<file path="src/tsrrs_pkg.sv">
`default_nettype none
package tsrrs_pkg;

   localparam int WORKER_COUNT_DEF = 16;

   typedef logic [2:0] mode_type;
   typedef logic [2:0] status_type;
   typedef logic [2:0] life_type;
   typedef logic [4:0] slot_port_type;

   // Event codes
   localparam mode_type MODE_INIT   = 3'd0;
   localparam mode_type MODE_CREATE = 3'd1;
   localparam mode_type MODE_START  = 3'd2;
   localparam mode_type MODE_YIELD  = 3'd3;
   localparam mode_type MODE_TICK   = 3'd4;
   localparam mode_type MODE_JOIN   = 3'd5;
   localparam mode_type MODE_EXIT   = 3'd6;

   // Result status codes
   localparam status_type STAT_OK       = 3'd0;
   localparam status_type STAT_ERROR    = 3'd1;
   localparam status_type STAT_BLOCKED  = 3'd2;
   localparam status_type STAT_PROC_END = 3'd3;
   localparam status_type STAT_FATAL    = 3'd4;

   // Slot life states
   localparam life_type LIFE_FREE     = 3'd0;
   localparam life_type LIFE_RUNNING  = 3'd1;
   localparam life_type LIFE_RUNNABLE = 3'd2;
   localparam life_type LIFE_BLOCKED  = 3'd3;
   localparam life_type LIFE_ZOMBIE   = 3'd4;

endpackage
`default_nettype wire

</file>
<file path="src/thread_slot_round_robin_scheduler_top.sv">
// Round-robin thread slot scheduler.
//
// Input channel (req_*): one word per scheduling event, req_mode selects init, create,
// start, yield, tick, join or exit; req_target_slot names the slot for a join. A word is
// taken when req_valid is high and req_stall is low. The block works on one event at a
// time and holds req_stall high from acceptance until the result is in the output register.
//
// Result channel (rsp_*): exactly one word per event: status, slot allocated by create,
// slot running afterwards, and whether the running slot changed. The word sits in an
// output register; while rsp_stall is high it holds, and the block already takes the next
// event and works on it, finishing only once that register is free.
//
// Init, start and events refused at decode go from S_DECODE straight to S_DONE; a join
// settled on the target's state goes through S_JN_CHECK. Scans read one slot per cycle
// through the life memory's single read port; create, yield, tick, exit and a blocking
// join scan, then pass S_POST and, where the running slot changes, the write states. The
// next word is taken only after the result has been loaded into the output register.
//
// Reset: clears control state and the per-entry valid bits, so every slot reads as free
// with no joiner at once; no clearing pass follows and the block is ready right away.
`default_nettype none
module thread_slot_round_robin_scheduler_top #(
   parameter int WORKER_COUNT = tsrrs_pkg::WORKER_COUNT_DEF
) (
   input  wire                        clock,
   input  wire                        reset,
   input  wire                        req_valid,
   output logic                       req_stall,
   input  tsrrs_pkg::mode_type        req_mode,
   input  tsrrs_pkg::slot_port_type   req_target_slot,
   output logic                       rsp_valid,
   input  wire                        rsp_stall,
   output tsrrs_pkg::status_type      rsp_status,
   output tsrrs_pkg::slot_port_type   rsp_new_slot,
   output tsrrs_pkg::slot_port_type   rsp_running_slot,
   output logic                       rsp_switched
);
   import tsrrs_pkg::*;

   localparam int SLOT_TOTAL = WORKER_COUNT + 1;
   localparam int SW         = $clog2(SLOT_TOTAL);
   localparam logic [SW-1:0] LAST_SLOT = SW'(SLOT_TOTAL - 1);

   // Sequencer states
   localparam logic [3:0] S_IDLE     = 4'd0;
   localparam logic [3:0] S_DECODE   = 4'd1;
   localparam logic [3:0] S_JN_CHECK = 4'd2;
   localparam logic [3:0] S_EX_JCHK  = 4'd3;
   localparam logic [3:0] S_EX_LCHK  = 4'd4;
   localparam logic [3:0] S_SEARCH   = 4'd5;
   localparam logic [3:0] S_POST     = 4'd6;
   localparam logic [3:0] S_WR_OLD   = 4'd7;
   localparam logic [3:0] S_WR_NEW   = 4'd8;
   localparam logic [3:0] S_DONE     = 4'd9;

   // Control state
   logic [3:0]            state_ff, state_in;
   logic [SW-1:0]         cur_ff, cur_in;
   logic                  init_ff, init_in;
   logic                  started_ff, started_in;
   logic [SLOT_TOTAL-1:0] life_vld_ff, life_vld_in;
   logic [SLOT_TOTAL-1:0] join_vld_ff, join_vld_in;
   logic                  chk_vld_ff, chk_vld_in;
   logic                  rsp_valid_ff;

   // Event and working registers
   mode_type              mode_ff, mode_in;
   slot_port_type         tgt_ff, tgt_in;
   logic [SW-1:0]         before_ff, before_in;
   status_type            status_ff, status_in;
   logic [SW-1:0]         new_slot_ff, new_slot_in;
   logic [SW-1:0]         srch_addr_ff, srch_addr_in;
   logic [SW-1:0]         cnt_ff, cnt_in;
   logic [SW-1:0]         chk_addr_ff, chk_addr_in;
   life_type              want_ff, want_in;
   logic                  found_ff, found_in;
   logic [SW-1:0]         nxt_ff, nxt_in;
   logic [SW-1:0]         jslot_ff, jslot_in;

   // Output register
   status_type            rsp_status_ff;
   slot_port_type         rsp_new_slot_ff;
   slot_port_type         rsp_running_slot_ff;
   logic                  rsp_switched_ff;

   // Memories: slot life, and joiner record {present, slot}
   life_type              life_mem [SLOT_TOTAL];
   logic [SW:0]           join_mem [SLOT_TOTAL];
   life_type              life_rd_ff;
   logic                  life_rv_ff;
   logic [SW:0]           join_rd_ff;
   logic                  join_rv_ff;

   logic [SW-1:0]         life_ra, life_wa, join_ra, join_wa;
   logic                  life_we, join_we, tbl_clear;
   life_type              life_wd;
   logic [SW:0]           join_wd;

   life_type              life_q;
   logic                  join_q_pres;
   logic [SW-1:0]         join_q_slot;

   logic [SW+4:0]         tgt_wide, cur_wide, new_wide;
   logic [SW-1:0]         tgt_slot, cur_succ, srch_succ;
   logic                  tgt_range_bad, tgt_is_cur, tgt_zero;
   logic                  accept, load, hit, issue;

   // Entries never written since reset or init read as free with no joiner.
   assign life_q      = life_rv_ff ? life_rd_ff : LIFE_FREE;
   assign join_q_pres = join_rv_ff & join_rd_ff[SW];
   assign join_q_slot = join_rv_ff ? join_rd_ff[SW-1:0] : '0;

   assign tgt_wide      = {{SW{1'b0}}, tgt_ff};
   assign tgt_slot      = tgt_wide[SW-1:0];
   assign cur_wide      = {5'b0, cur_ff};
   assign new_wide      = {5'b0, new_slot_ff};
   assign tgt_range_bad = ({2'b0, tgt_ff} >= 7'(SLOT_TOTAL));
   assign tgt_is_cur    = (tgt_wide == cur_wide);
   assign tgt_zero      = (tgt_ff == '0);

   // Circular successors
   assign cur_succ  = (cur_ff == LAST_SLOT) ? '0 : cur_ff + 1'b1;
   assign srch_succ = (srch_addr_ff == LAST_SLOT) ? '0 : srch_addr_ff + 1'b1;

   assign accept = req_valid && !req_stall;
   assign load   = (state_ff == S_DONE) && (!rsp_valid_ff || !rsp_stall);
   assign issue  = (cnt_ff != '0);
   assign hit    = chk_vld_ff && (life_q == want_ff);

   assign req_stall = (state_ff != S_IDLE);

   always_comb begin
      state_in     = state_ff;
      cur_in       = cur_ff;
      init_in      = init_ff;
      started_in   = started_ff;
      mode_in      = mode_ff;
      tgt_in       = tgt_ff;
      before_in    = before_ff;
      status_in    = status_ff;
      new_slot_in  = new_slot_ff;
      srch_addr_in = srch_addr_ff;
      cnt_in       = cnt_ff;
      chk_vld_in   = 1'b0;
      chk_addr_in  = chk_addr_ff;
      want_in      = want_ff;
      found_in     = found_ff;
      nxt_in       = nxt_ff;
      jslot_in     = jslot_ff;

      life_ra   = srch_addr_ff;
      join_ra   = cur_ff;
      life_we   = 1'b0;
      life_wa   = cur_ff;
      life_wd   = LIFE_FREE;
      join_we   = 1'b0;
      join_wa   = tgt_slot;
      join_wd   = '0;
      tbl_clear = 1'b0;

      unique case (state_ff)
         S_IDLE: begin
            if (accept) begin
               mode_in   = req_mode;
               tgt_in    = req_target_slot;
               before_in = cur_ff;
               state_in  = S_DECODE;
            end
         end

         S_DECODE: begin
            status_in   = STAT_OK;
            new_slot_in = '0;
            state_in    = S_DONE;
            unique case (mode_ff) inside
               MODE_INIT: begin
                  if (init_ff) begin
                     status_in = STAT_ERROR;
                  end else begin
                     // Wipe the table, then make the main thread running.
                     tbl_clear = 1'b1;
                     life_we   = 1'b1;
                     life_wa   = '0;
                     life_wd   = LIFE_RUNNING;
                     cur_in    = '0;
                     init_in   = 1'b1;
                  end
               end
               MODE_CREATE: begin
                  if (!init_ff) begin
                     status_in = STAT_ERROR;
                  end else begin
                     srch_addr_in = SW'(1);
                     cnt_in       = LAST_SLOT;
                     want_in      = LIFE_FREE;
                     state_in     = S_SEARCH;
                  end
               end
               MODE_START: begin
                  if (!init_ff) begin
                     status_in = STAT_ERROR;
                  end else begin
                     started_in = 1'b1;
                  end
               end
               MODE_YIELD, MODE_TICK: begin
                  if (started_ff) begin
                     srch_addr_in = cur_succ;
                     cnt_in       = LAST_SLOT;
                     want_in      = LIFE_RUNNABLE;
                     state_in     = S_SEARCH;
                  end
               end
               MODE_JOIN: begin
                  if (!init_ff || tgt_zero || tgt_range_bad || tgt_is_cur) begin
                     status_in = STAT_ERROR;
                  end else begin
                     life_ra  = tgt_slot;
                     join_ra  = tgt_slot;
                     state_in = S_JN_CHECK;
                  end
               end
               MODE_EXIT: begin
                  if (!init_ff || (cur_ff == '0)) begin
                     status_in = STAT_PROC_END;
                  end else begin
                     life_we  = 1'b1;
                     life_wa  = cur_ff;
                     life_wd  = LIFE_ZOMBIE;
                     join_ra  = cur_ff;
                     state_in = S_EX_JCHK;
                  end
               end
               default: begin
                  status_in = STAT_ERROR;
               end
            endcase
         end

         S_JN_CHECK: begin
            if (life_q == LIFE_FREE) begin
               status_in = STAT_ERROR;
               state_in  = S_DONE;
            end else if (life_q == LIFE_ZOMBIE) begin
               life_we  = 1'b1;
               life_wa  = tgt_slot;
               life_wd  = LIFE_FREE;
               join_we  = 1'b1;
               join_wa  = tgt_slot;
               join_wd  = '0;
               state_in = S_DONE;
            end else if (join_q_pres && (join_q_slot != cur_ff)) begin
               status_in = STAT_ERROR;
               state_in  = S_DONE;
            end else begin
               srch_addr_in = cur_succ;
               cnt_in       = LAST_SLOT;
               want_in      = LIFE_RUNNABLE;
               state_in     = S_SEARCH;
            end
         end

         S_EX_JCHK: begin
            if (join_q_pres) begin
               life_ra  = join_q_slot;
               jslot_in = join_q_slot;
               state_in = S_EX_LCHK;
            end else begin
               srch_addr_in = cur_succ;
               cnt_in       = LAST_SLOT;
               want_in      = LIFE_RUNNABLE;
               state_in     = S_SEARCH;
            end
         end

         S_EX_LCHK: begin
            // Wake the joiner before the scan so that it can be picked.
            if (life_q == LIFE_BLOCKED) begin
               life_we = 1'b1;
               life_wa = jslot_ff;
               life_wd = LIFE_RUNNABLE;
            end
            srch_addr_in = cur_succ;
            cnt_in       = LAST_SLOT;
            want_in      = LIFE_RUNNABLE;
            state_in     = S_SEARCH;
         end

         S_SEARCH: begin
            // Issue one read per cycle and check the word read the cycle before.
            life_ra = srch_addr_ff;
            if (issue) begin
               srch_addr_in = srch_succ;
               cnt_in       = cnt_ff - 1'b1;
               chk_vld_in   = 1'b1;
               chk_addr_in  = srch_addr_ff;
            end
            if (hit) begin
               found_in   = 1'b1;
               nxt_in     = chk_addr_ff;
               chk_vld_in = 1'b0;
               state_in   = S_POST;
            end else if (chk_vld_ff && !issue) begin
               found_in = 1'b0;
               state_in = S_POST;
            end
         end

         S_POST: begin
            state_in = S_DONE;
            unique case (mode_ff) inside
               MODE_CREATE: begin
                  if (found_ff) begin
                     life_we     = 1'b1;
                     life_wa     = nxt_ff;
                     life_wd     = LIFE_RUNNABLE;
                     join_we     = 1'b1;
                     join_wa     = nxt_ff;
                     join_wd     = '0;
                     new_slot_in = nxt_ff;
                  end else begin
                     status_in = STAT_ERROR;
                  end
               end
               MODE_YIELD, MODE_TICK: begin
                  if (found_ff) begin
                     state_in = S_WR_OLD;
                  end
               end
               MODE_JOIN: begin
                  if (found_ff) begin
                     status_in = STAT_BLOCKED;
                     state_in  = S_WR_OLD;
                  end else begin
                     status_in = STAT_ERROR;
                  end
               end
               MODE_EXIT: begin
                  if (found_ff) begin
                     state_in = S_WR_NEW;
                  end else begin
                     status_in = STAT_FATAL;
                  end
               end
               default: begin
                  status_in = STAT_ERROR;
               end
            endcase
         end

         S_WR_OLD: begin
            life_we = 1'b1;
            life_wa = cur_ff;
            if (mode_ff == MODE_JOIN) begin
               life_wd = LIFE_BLOCKED;
               join_we = 1'b1;
               join_wa = tgt_slot;
               join_wd = {1'b1, cur_ff};
            end else begin
               life_wd = LIFE_RUNNABLE;
            end
            state_in = S_WR_NEW;
         end

         S_WR_NEW: begin
            life_we  = 1'b1;
            life_wa  = nxt_ff;
            life_wd  = LIFE_RUNNING;
            cur_in   = nxt_ff;
            state_in = S_DONE;
         end

         S_DONE: begin
            if (load) begin
               state_in = S_IDLE;
            end
         end

         default: begin
            state_in = S_IDLE;
         end
      endcase
   end

   // Valid bits: clear all on init, set on every write.
   always_comb begin
      life_vld_in = life_vld_ff;
      join_vld_in = join_vld_ff;
      if (tbl_clear) begin
         life_vld_in = '0;
         join_vld_in = '0;
      end
      if (life_we) begin
         life_vld_in[life_wa] = 1'b1;
      end
      if (join_we) begin
         join_vld_in[join_wa] = 1'b1;
      end
   end

   always_ff @(posedge clock) begin
      if (life_we) begin
         life_mem[life_wa] <= life_wd;
      end
      life_rd_ff <= life_mem[life_ra];
      life_rv_ff <= life_vld_ff[life_ra];
   end

   always_ff @(posedge clock) begin
      if (join_we) begin
         join_mem[join_wa] <= join_wd;
      end
      join_rd_ff <= join_mem[join_ra];
      join_rv_ff <= join_vld_ff[join_ra];
   end

   always_ff @(posedge clock) begin
      if (reset) begin
         state_ff    <= S_IDLE;
         cur_ff      <= '0;
         init_ff     <= 1'b0;
         started_ff  <= 1'b0;
         life_vld_ff <= '0;
         join_vld_ff <= '0;
         chk_vld_ff  <= 1'b0;
      end else begin
         state_ff    <= state_in;
         cur_ff      <= cur_in;
         init_ff     <= init_in;
         started_ff  <= started_in;
         life_vld_ff <= life_vld_in;
         join_vld_ff <= join_vld_in;
         chk_vld_ff  <= chk_vld_in;
      end
   end

   always_ff @(posedge clock) begin
      mode_ff      <= mode_in;
      tgt_ff       <= tgt_in;
      before_ff    <= before_in;
      status_ff    <= status_in;
      new_slot_ff  <= new_slot_in;
      srch_addr_ff <= srch_addr_in;
      cnt_ff       <= cnt_in;
      chk_addr_ff  <= chk_addr_in;
      want_ff      <= want_in;
      found_ff     <= found_in;
      nxt_ff       <= nxt_in;
      jslot_ff     <= jslot_in;
   end

   // Output register: load when free or draining, drop valid once taken.
   always_ff @(posedge clock) begin
      if (reset) begin
         rsp_valid_ff <= 1'b0;
      end else if (load) begin
         rsp_valid_ff <= 1'b1;
      end else if (!rsp_stall) begin
         rsp_valid_ff <= 1'b0;
      end
   end

   always_ff @(posedge clock) begin
      if (load) begin
         rsp_status_ff       <= status_ff;
         rsp_new_slot_ff     <= new_wide[4:0];
         rsp_running_slot_ff <= cur_wide[4:0];
         rsp_switched_ff     <= (cur_ff != before_ff);
      end
   end

   assign rsp_valid        = rsp_valid_ff;
   assign rsp_status       = rsp_status_ff;
   assign rsp_new_slot     = rsp_new_slot_ff;
   assign rsp_running_slot = rsp_running_slot_ff;
   assign rsp_switched     = rsp_switched_ff;

endmodule
`default_nettype wire

</file>
<file path="config.mk">
export PLATFORM = sky130hd
export DESIGN_NAME = thread_slot_round_robin_scheduler_top
export DESIGN_NICKNAME = d
export VERILOG_FILES = /design/src/tsrrs_pkg.sv /design/src/thread_slot_round_robin_scheduler_top.sv
export SDC_FILE = /design/constraint.sdc
export NUM_CORES = 1
export LEC_CHECK = 0
export BUFFER_PORTS_ARGS = -buffer_cell sky130_fd_sc_hd__buf_2
export CAP_MARGIN = 20
export CORE_AREA = 3 3 161 163
export DETAILED_ROUTE_END_ITERATION = 8
export DIE_AREA = 0 0 164 166
export PLACE_DENSITY = 0.69
export SYNTH_ARGS = -nofsm -noshare
export SYNTH_HDL_FRONTEND = slang
export SYNTH_SLANG_ARGS = --single-unit
export TNS_END_PERCENT = 50
</file>
<file path="constraint.sdc">
create_clock -name clock -period 4.67 [get_ports clock]
set_input_delay 0.7005 -clock clock [delete_from_list [all_inputs] [get_ports clock]]
set_output_delay 0.7005 -clock clock [all_outputs]
set_load 0.03 [all_outputs]
</file>
======== Yosys cells after proc, flatten, opt, wreduce, memory -nomap -nowiden ========
Memories as Yosys holds them, arrays and structs flattened. A register that Yosys moved wholly into a read port is not among the register bits.
Cells that the tools add are included.
word-level totals
  flip-flop bits (word level) ............. 113
  memory bits (writable) .................. 153
  bits in latches ......................... 0
  memory bits (read-only) ................. 0
  bits of input ports ..................... 12
  memories ................................ 2
  output and inout bits ................... 16
  word-level logic and storage cells ...... 255
memory list
  name      depth  bits a word  rd ports  clocked after memory_dff  wr ports  line                                         source
  join_mem  17     6            1         1                         1         thread_slot_round_robin_scheduler_top.sv:88  logic [SW:0] join_mem [SLOT_TOTAL];
  life_mem  17     3            1         1                         1         thread_slot_round_robin_scheduler_top.sv:87  life_type life_mem [SLOT_TOTAL];
operators by class
  equal/unequal tests ..................... 42
  add/subtract/negate cells ............... 3
  multiply operators ...................... 0
  order comparisons ....................... 7
  bitwise logic cells ..................... 4
  shift operators ......................... 0
  div/mod/pow operators ................... 0
  reductions and logical operators ........ 47
  muxes and demuxes ....................... 124
operators by type and width
  kind                   count
  $mux W5                35
  $pmux W5 S5            3
  $mux W17               4
  $pmux W5 S2            5
  $mux W4                12
  $pmux W4 S10           1
  $mux W3                13
  $or A17 B17 Y17        2
  $mux W1                28
  $lt A5 B6 Y1 const B   4
  $ne A3 B3 Y1 const B   8
  $pmux W3 S4            2
  $ne A2 B2 Y1 const B   10
  $eq A4 B3 Y1 const B   4
  $pmux W4 S4            1
  $pmux W3 S5            1
  $eq A3 B3 Y1 const B   4
  $mux W6                2
  $pmux W3 S2            2
  $reduce_and A2 Y1      6
  $add A5 B1 Y5 const B  2
  $bmux W1 S5            2
  $demux W1 S5           2
  $eq A5 B5 Y1 const B   2
  37 further kinds       72

======== Logic depth before layout (Yosys ltp) ========
Gate-level depths: netlist of run 1.
  word-level depth ........................ 11
  mapped depth ............................ 11
  depth with buffers taken out ............ 9

======== Worst setup path after synthesis of run 1 ========
No wires, ideal clock.
  kind .................................... flip-flop to flip-flop
  start point ............................. register tgt_ff[0]
  end point ............................... register join_rd_ff[1], read port of join_mem
  data arrival time ....................... 3.117 ns
  path buffers ............................ 2
  library setup time ...................... 0.131 ns
  setup slack ............................. 1.422 ns
  stages on the path, launching flop included .. 11
  clock period less this slack ............ 3.248 ns
  required time ........................... 4.539 ns
  cell sequence ........................... edfxtp_1 buf_2 nor4_2 mux2_2 a2111oi_4 mux2i_1 buf_2 mux2i_1 mux2i_1 a2111oi_0 nor3_1
between the ends
  word-level cells in the longest chain between the ends .. 7
  elaborated cells on any way between the ends .. 9
  classes of those cells .................. order compare (1); eq/ne (1); mux (3); reduce/logical (4)
ends and longest elaborated chain
  what                                                  line                                          source
  from (decl)                                           thread_slot_round_robin_scheduler_top.sv:68   slot_port_type tgt_ff, tgt_in;
  from (signal assigned)                                thread_slot_round_robin_scheduler_top.sv:439  tgt_ff <= tgt_in;
  branches (longest 4 deep; another with $ge A5 B5 Y1)  n/a
  $mux W5 *                                             thread_slot_round_robin_scheduler_top.sv:215  if (!init_ff || tgt_zero || tgt_range_bad || tgt_is_cur) begin
  $mux W5 *                                             n/a
  $mux W5 *                                             thread_slot_round_robin_scheduler_top.sv:161  unique case (state_ff)
  to (decl)                                             thread_slot_round_robin_scheduler_top.sv:91   logic [SW:0] join_rd_ff;
Every way passes the cells marked *.
A chain may end at the register's enable or synchronous reset.

======== Final worst setup path of run 1 ========
  start point ............................. register tgt_ff[2]
  end point ............................... register join_rd_ff[5], read port of join_mem
The elaborated chain is that of the path after synthesis.

==> flow_metrics.tcl, run 1 <==
set metrics [dict create \
    place_area_um2 12700 \
    final_area_um2 13600 \
    syn_to_final_growth_pct 11.8 \
    start_util_pct 49.9 \
    critPathMaxFanout 36 \
    crit_path_top_delay_cell "edfxtp_1" \
    grt_max_degree 48 \
    swShare_pct 24.3 \
    setup_ws_ns 0.667 \
    irDropWorstVdd_v 0.000265 \
    clock_sinks 273 \
    path_buf_inv 2 \
    ys_ff_latch 273 \
    rows 57 \
    synth_edf_count 215 \
    setup_violations 0 \
    pwr-share-comb_pct 9.7 \
    slew_violations 0 \
    critPathKind "reg -> reg" \
    synth_area_um2 12200 \
    max_freq_ghz 0.250 \
    status "completed" \
    cap_viol_max_count 0 \
    critPathArrivalTime_ns 4.40 \
    worstPathCellList "nor4_2, mux2_2, a2111oi_4, buf_4, mux2i_4, buf_4, mux2i_1, o221ai_1, a31oi_1, nor3_1" \
    fin_nets 1071 \
    synthArstFlopShare_pct 0 \
    critPathCaptureType "flop" \
    die_w_um 164 \
    clock_skew_ns 0.0214 \
    synthTopCellsByCount "edfxtp_1, nor2_1, nand2_1" \
    grt_pass1_wl_um 45600 \
    cp_top_family "multiplexers" \
    track_usage_pct 21.1 \
    final_hold_viol_count 0 \
    synth_fp_nets 1044 \
    ys_top_cells_by_area "edfxtp_1, dfxtp_1, mux2i_1" \
    switchingPower_mw 1.32 \
    grt_pass1_vias 8202 \
    drc 0 \
    clkSlewWorstSetupHoldPaths_ns 0.06 \
    slew-limit-headroom_pct 31.1 \
    via_per_inst 6.05 \
    critPathMostFrequentCell "buf_4" \
    yosys.area.top_type "edfxtp_1" \
    clock_path_buffers 3 \
    synth.most_common_cell "edfxtp_1" \
    synth_top_flop_cell "edfxtp_1" \
    cts_root_buf "clkbuf_16" \
    drt-pass1-iter-count 5 \
    wl_um 29200 \
    die_y_um 166 \
    synth_cells 1027 \
    num_vias 8468 \
    portBuffers 27 \
    rrSetupSlack_ns 0.67 \
    holdBufCountCts 0 \
    hold_class "in -> reg" \
    worst_path_largest_cell_delay_ns 0.57 \
    avgSynthCellArea_um2 11.9 \
    intPower_mw 4.12 \
    cts_resized 0 \
    insertedDiodeCount 0 \
    cp.required_ns 5.07 \
    max_slew.worst_pin.slew_ns 1.03 \
    startpoint_type "flop" \
    power_mw 5.44 \
    ys_seq_area_share_pct 62.5 \
    finalSetupTns_ns 0 \
    htree_levels 1 \
    register_area_um2 7620 \
    rsz0062_at_grt "false" \
    finish.utilization_pct 55.7 \
    dieArea_um2 27200 \
    post_drt_wl_per_cell_um 20.9 \
    dp_hpwl_um 19600 \
    multiInputGateArea_um2 4340 \
    fin_crit_ns 4.00 \
    drtIter0Drc 986 \
    yosys_warnings 0 \
    dp_slack_ns 0.715 \
    gp_congestion 0.883 \
    drive_gt1_share_pct 11.9 \
    p_seq_share_pct 50.8 \
    powerDensity_nw_per_um2 399 \
    grt_antenna_before_repair 0 \
    numCtsBuffers 28 \
    synth_top_area_share_pct 52.9 \
    post_cts_buffers 0 \
    clk_latency_ns 0.55 \
    p_leak_nw 4.60 \
    fin_crit_sh_pct 85.7 \
    grt_overflow 0 \
    postRouteAntennaNets 0 \
    pwr-share-clk_pct 39.5 \
    fillers 2049 \
    synth_cell_types 75 \
    cts_tree "yes" \
    io_pins 28 \
    core_um2 24500 \
]
[state kept, by name, summed over array words and instances (netlist names), 6 cells and up]
name and count:
join_rd_ff 6, life_vld_ff 17, join_mem 102, join_vld_ff 17, life_mem 51
[routing by layer]
metal | GRT usage, % | up-vias | wire length, µm
li1 | - | 3935 | -
met1 | 29.7 | 4142 | 12400
met2 | 34.3 | 344 | 14100
met3 | 3.27 | 47 | 2140
met4 | 6.07 | 0 | 617
met5 | 0 | - | 0
[cells by family after synthesis]
family	after synthesis	share of synthesized area, %
buffers and inverters	71	2.40
adders and majority gates	5	0.513
xor gates and xnor gates	23	1.65
muxes	70	5.85
DFF	273	62.5
and+or+nand+nor	375	14.8
AOI/OAI and AO/OA	210	12.3
[worst reg2reg max path: stages (launching register included)]
cell and delay [ns]:
edfxtp_1 0.57, nor4_2 0.40, mux2_2 0.45, a2111oi_4 0.22, buf_4 0.26, mux2i_4 0.47
buf_4 0.51, mux2i_1 0.36, o221ai_1 0.19, a31oi_1 0.35, nor3_1 0.09
[through the flow]
stage	cells	hold WS, ns
floorplan	1027	0.400
global placement	1348	0.402
detailed placement	1348	0.405
CTS	1399	0.310
global route	1399	0.313
finish	1399	0.333
[power by group through the flow]
stage                     registers, mW  clock network (mW)  logic [mW]
after floorplan                    2.77                   0       0.391
after global placement             2.81                   0       0.510
after detailed placement           2.81                   0       0.517
after CTS                          2.76                2.18       0.520
after global routing               2.77                2.29       0.574
final                              2.76                2.15       0.525
[layout by cell type (no fill, tap or decap), types with 15 or more instances in the layout]
master / n
buf_2: 27
dfxtp_1: 58
a2111oi_0: 22
edfxtp_1: 215
nand2_1: 93
inv_1: 15
and2_1: 15
a21oi_1: 47
clkbuf_16: 29
buf_4: 25
nand3_1: 35
nor2_1: 117
nor3_1: 28
o21ai_0: 32
mux2i_1: 57
a22oi_1: 17
[final timing paths]
| kind | from | endpoint | depth (start not counted) |
|---|---|---|---|
| setup / recovery | tgt_ff[2]$_DFFE_PP_ | join_rd_ff[5]$_DFF_P_ | 10 |
| hold reg to reg | new_slot_ff[1]$_SDFFCE_PN0P_ | rsp_new_slot[1]$_DFFE_PP_ | 0 |
| setup reg to reg | tgt_ff[2]$_DFFE_PP_ | join_rd_ff[5]$_DFF_P_ | 10 |
| hold / removal | req_mode[1] | mode_ff[1]$_DFFE_PP_ | 1 |
[area by class of cell]
class	instances	share of cell area, %
multi-input combinational	683	31.8
timing repair buffer	52	2.37
tap	324	2.97
sequential	273	55.9
clock inverter	13	0.863
inverter	16	0.440
clock buffer	38	5.64
Note: power is estimated with default switching activity, not from simulation.
==> inputs of run 2 (changes only) <==
- CORE_AREA: 3 3 161 163 -> 3 3 147 149
- DIE_AREA: 0 0 164 166 -> 0 0 150 152
- PLACE_DENSITY: 0.69 -> 0.8
==> run 2 against run 1 <==
Hold slack gained 0.013 ns. Total power shrank 1.4%. Clock power shrank 4%. Global-route usage grew 3.9 points. Largest power group unchanged.
==> flow_metrics.tcl, run 2 (synthesis results as in run 1) <==
set metrics [dict create \
    top_usage_layer "met2" \
    critPathKind "reg -> reg" \
    hold_class "in -> reg" \
    final_hold_viol_count 0 \
    clock_skew_ns 0.00876 \
    grt_overflow 0 \
    dieArea_um2 22800 \
    io_pins 28 \
    rows 52 \
    die_w_um 150 \
    final_cell_mix "edfxtp_1, nor2_1, nand2_1" \
    irDropWorstVdd_v 0.000231 \
    fin_nets 1067 \
    drive_gt1_share_pct 12.0 \
    postRouteAntennaNets 0 \
    startpoint_type "flop" \
    via_per_inst 6.55 \
    grt_pass1_vias 8287 \
    numCtsBuffers 27 \
    grtUsageMet3_pct 4.02 \
    start_util_pct 60.1 \
    htree_levels 1 \
    insertedDiodeCount 0 \
    slew-limit-headroom_pct 20.4 \
    cts_resized 0 \
    syn_to_final_growth_pct 10.8 \
    finish.utilization_pct 66.6 \
    crit_start "tgt_ff[2]$_DFFE_PP_" \
    reg2reg_from "tgt_ff[2]$_DFFE_PP_" \
    max_freq_ghz 0.255 \
    holdBufCountCts 0 \
    cts_tree "yes" \
    drt-pass1-iter-count 6 \
    cp.required_ns 5.12 \
    clock_path_buffers 3 \
    slew_violations 0 \
    post_cts_buffers 0 \
    wl_um 29000 \
    register_area_um2 7620 \
    clock_sinks 273 \
    met2_usage_pct 38.8 \
    drc 0 \
    gp_congestion 0.941 \
    dp_hpwl_um 19300 \
    setup_violations 0 \
    grt_antenna_before_repair 0 \
    drtIter0Drc 1095 \
    top_register "join_mem" \
    final_common_cell "edfxtp_1" \
    largest_reg_flops 102 \
    rsz0062_at_grt "false" \
    grt_pass1_wl_um 45600 \
    multiInputGateArea_um2 4340 \
    max_slew.worst_pin.slew_ns 1.19 \
    finalSetupTns_ns 0 \
    num_vias 8782 \
    fin_crit_ns 3.92 \
    gr-usage-met1_pct 36.3 \
    track_usage_pct 25.0 \
    top_regs "join_mem: 102 flops, life_mem: 51 flops" \
    core_um2 20300 \
    powerDensity_nw_per_um2 397 \
    critPathMaxFanout 19 \
    grt_max_degree 48 \
    rrSetupSlack_ns 0.75 \
    fin_crit_sh_pct 83.9 \
    clk_latency_ns 0.53 \
    worstHoldStart "req_mode[2]" \
    cap_viol_max_count 0 \
    post_drt_wl_per_cell_um 21.6 \
    cts_root_buf "clkbuf_16" \
    p_leak_nw 4.58 \
    die_y_um 152 \
    clkSlewWorstSetupHoldPaths_ns 0.06 \
    portBuffers 27 \
    status "completed" \
    fillers 1467 \
    critPathCaptureType "flop" \
    critPathArrivalTime_ns 4.36 \
]
==> run 2: path summary, 6_finish.rpt <==
path         cells past startpoint                     to
max                             10  join_rd_ff[5]$_DFF_P_
min                              1   mode_ff[2]$_DFFE_PP_
max reg2reg                     10  join_rd_ff[5]$_DFF_P_
min reg2reg                      0    nxt_ff[4]$_DFFE_PP_
==> run 2: report_power, final <==
group / total, mW / internal (mW) / switching (mW) / leakage [nW]
sequential: 2.77 / 2.68 / 0.0862 / 2.15
clock: 2.07 / 1.18 / 0.896 / 0.418
combinational: 0.522 / 0.174 / 0.347 / 2.01
==> run 2: area by class of cell <==
| type | count | area share [%] |
|---|---|---|
| Clock buffer | 37 | 5.53 |
| Multi-Input combinational cell | 683 | 32.1 |
| Timing Repair Buffer | 49 | 2.31 |
| Tap cell | 270 | 2.50 |
| Clock inverter | 13 | 0.704 |
| Inverter | 16 | 0.444 |
| Sequential cell | 273 | 56.4 |
==> run 2: per-stage QoR <==
| stage | hold slack [ns] | power, mW | worst slack (ns) | area, µm² | std cells |
|---|---|---|---|---|---|
| 5_1_grt | 0.341 | 5.52 | 0.488 | 13500 | 1341 |
| 3_3_place_gp | 0.400 | 3.31 | 1.00 | 12700 | 1290 |
| 3_5_place_dp | 0.406 | 3.32 | 0.840 | 12700 | 1290 |
| 6_report | 0.346 | 5.36 | 0.754 | 13500 | 1341 |
| 4_1_cts | 0.332 | 5.35 | 0.830 | 13500 | 1340 |
| 2_1_floorplan | 0.400 | 3.16 | 1.42 | 12200 | 1027 |
==> run 2: critical path: stages, from the launching register on <==
cell,delay [ns]
edfxtp_1,0.57
nor4_2,0.40
mux2_2,0.46
a2111oi_4,0.20
buf_4,0.26
mux2i_4,0.65
buf_4,0.42
nand2b_1,0.31
o221ai_1,0.27
a31oi_1,0.09
nor3_1,0.19
==> run 2: layer usage <==
| metal | vias up | wire length (µm) |
|---|---|---|
| met2 | 545 | 13500 |
| li1 | 3916 | - |
| met3 | 90 | 2790 |
| met1 | 4231 | 11700 |
| met5 | - | 0 |
| met4 | 0 | 1070 |
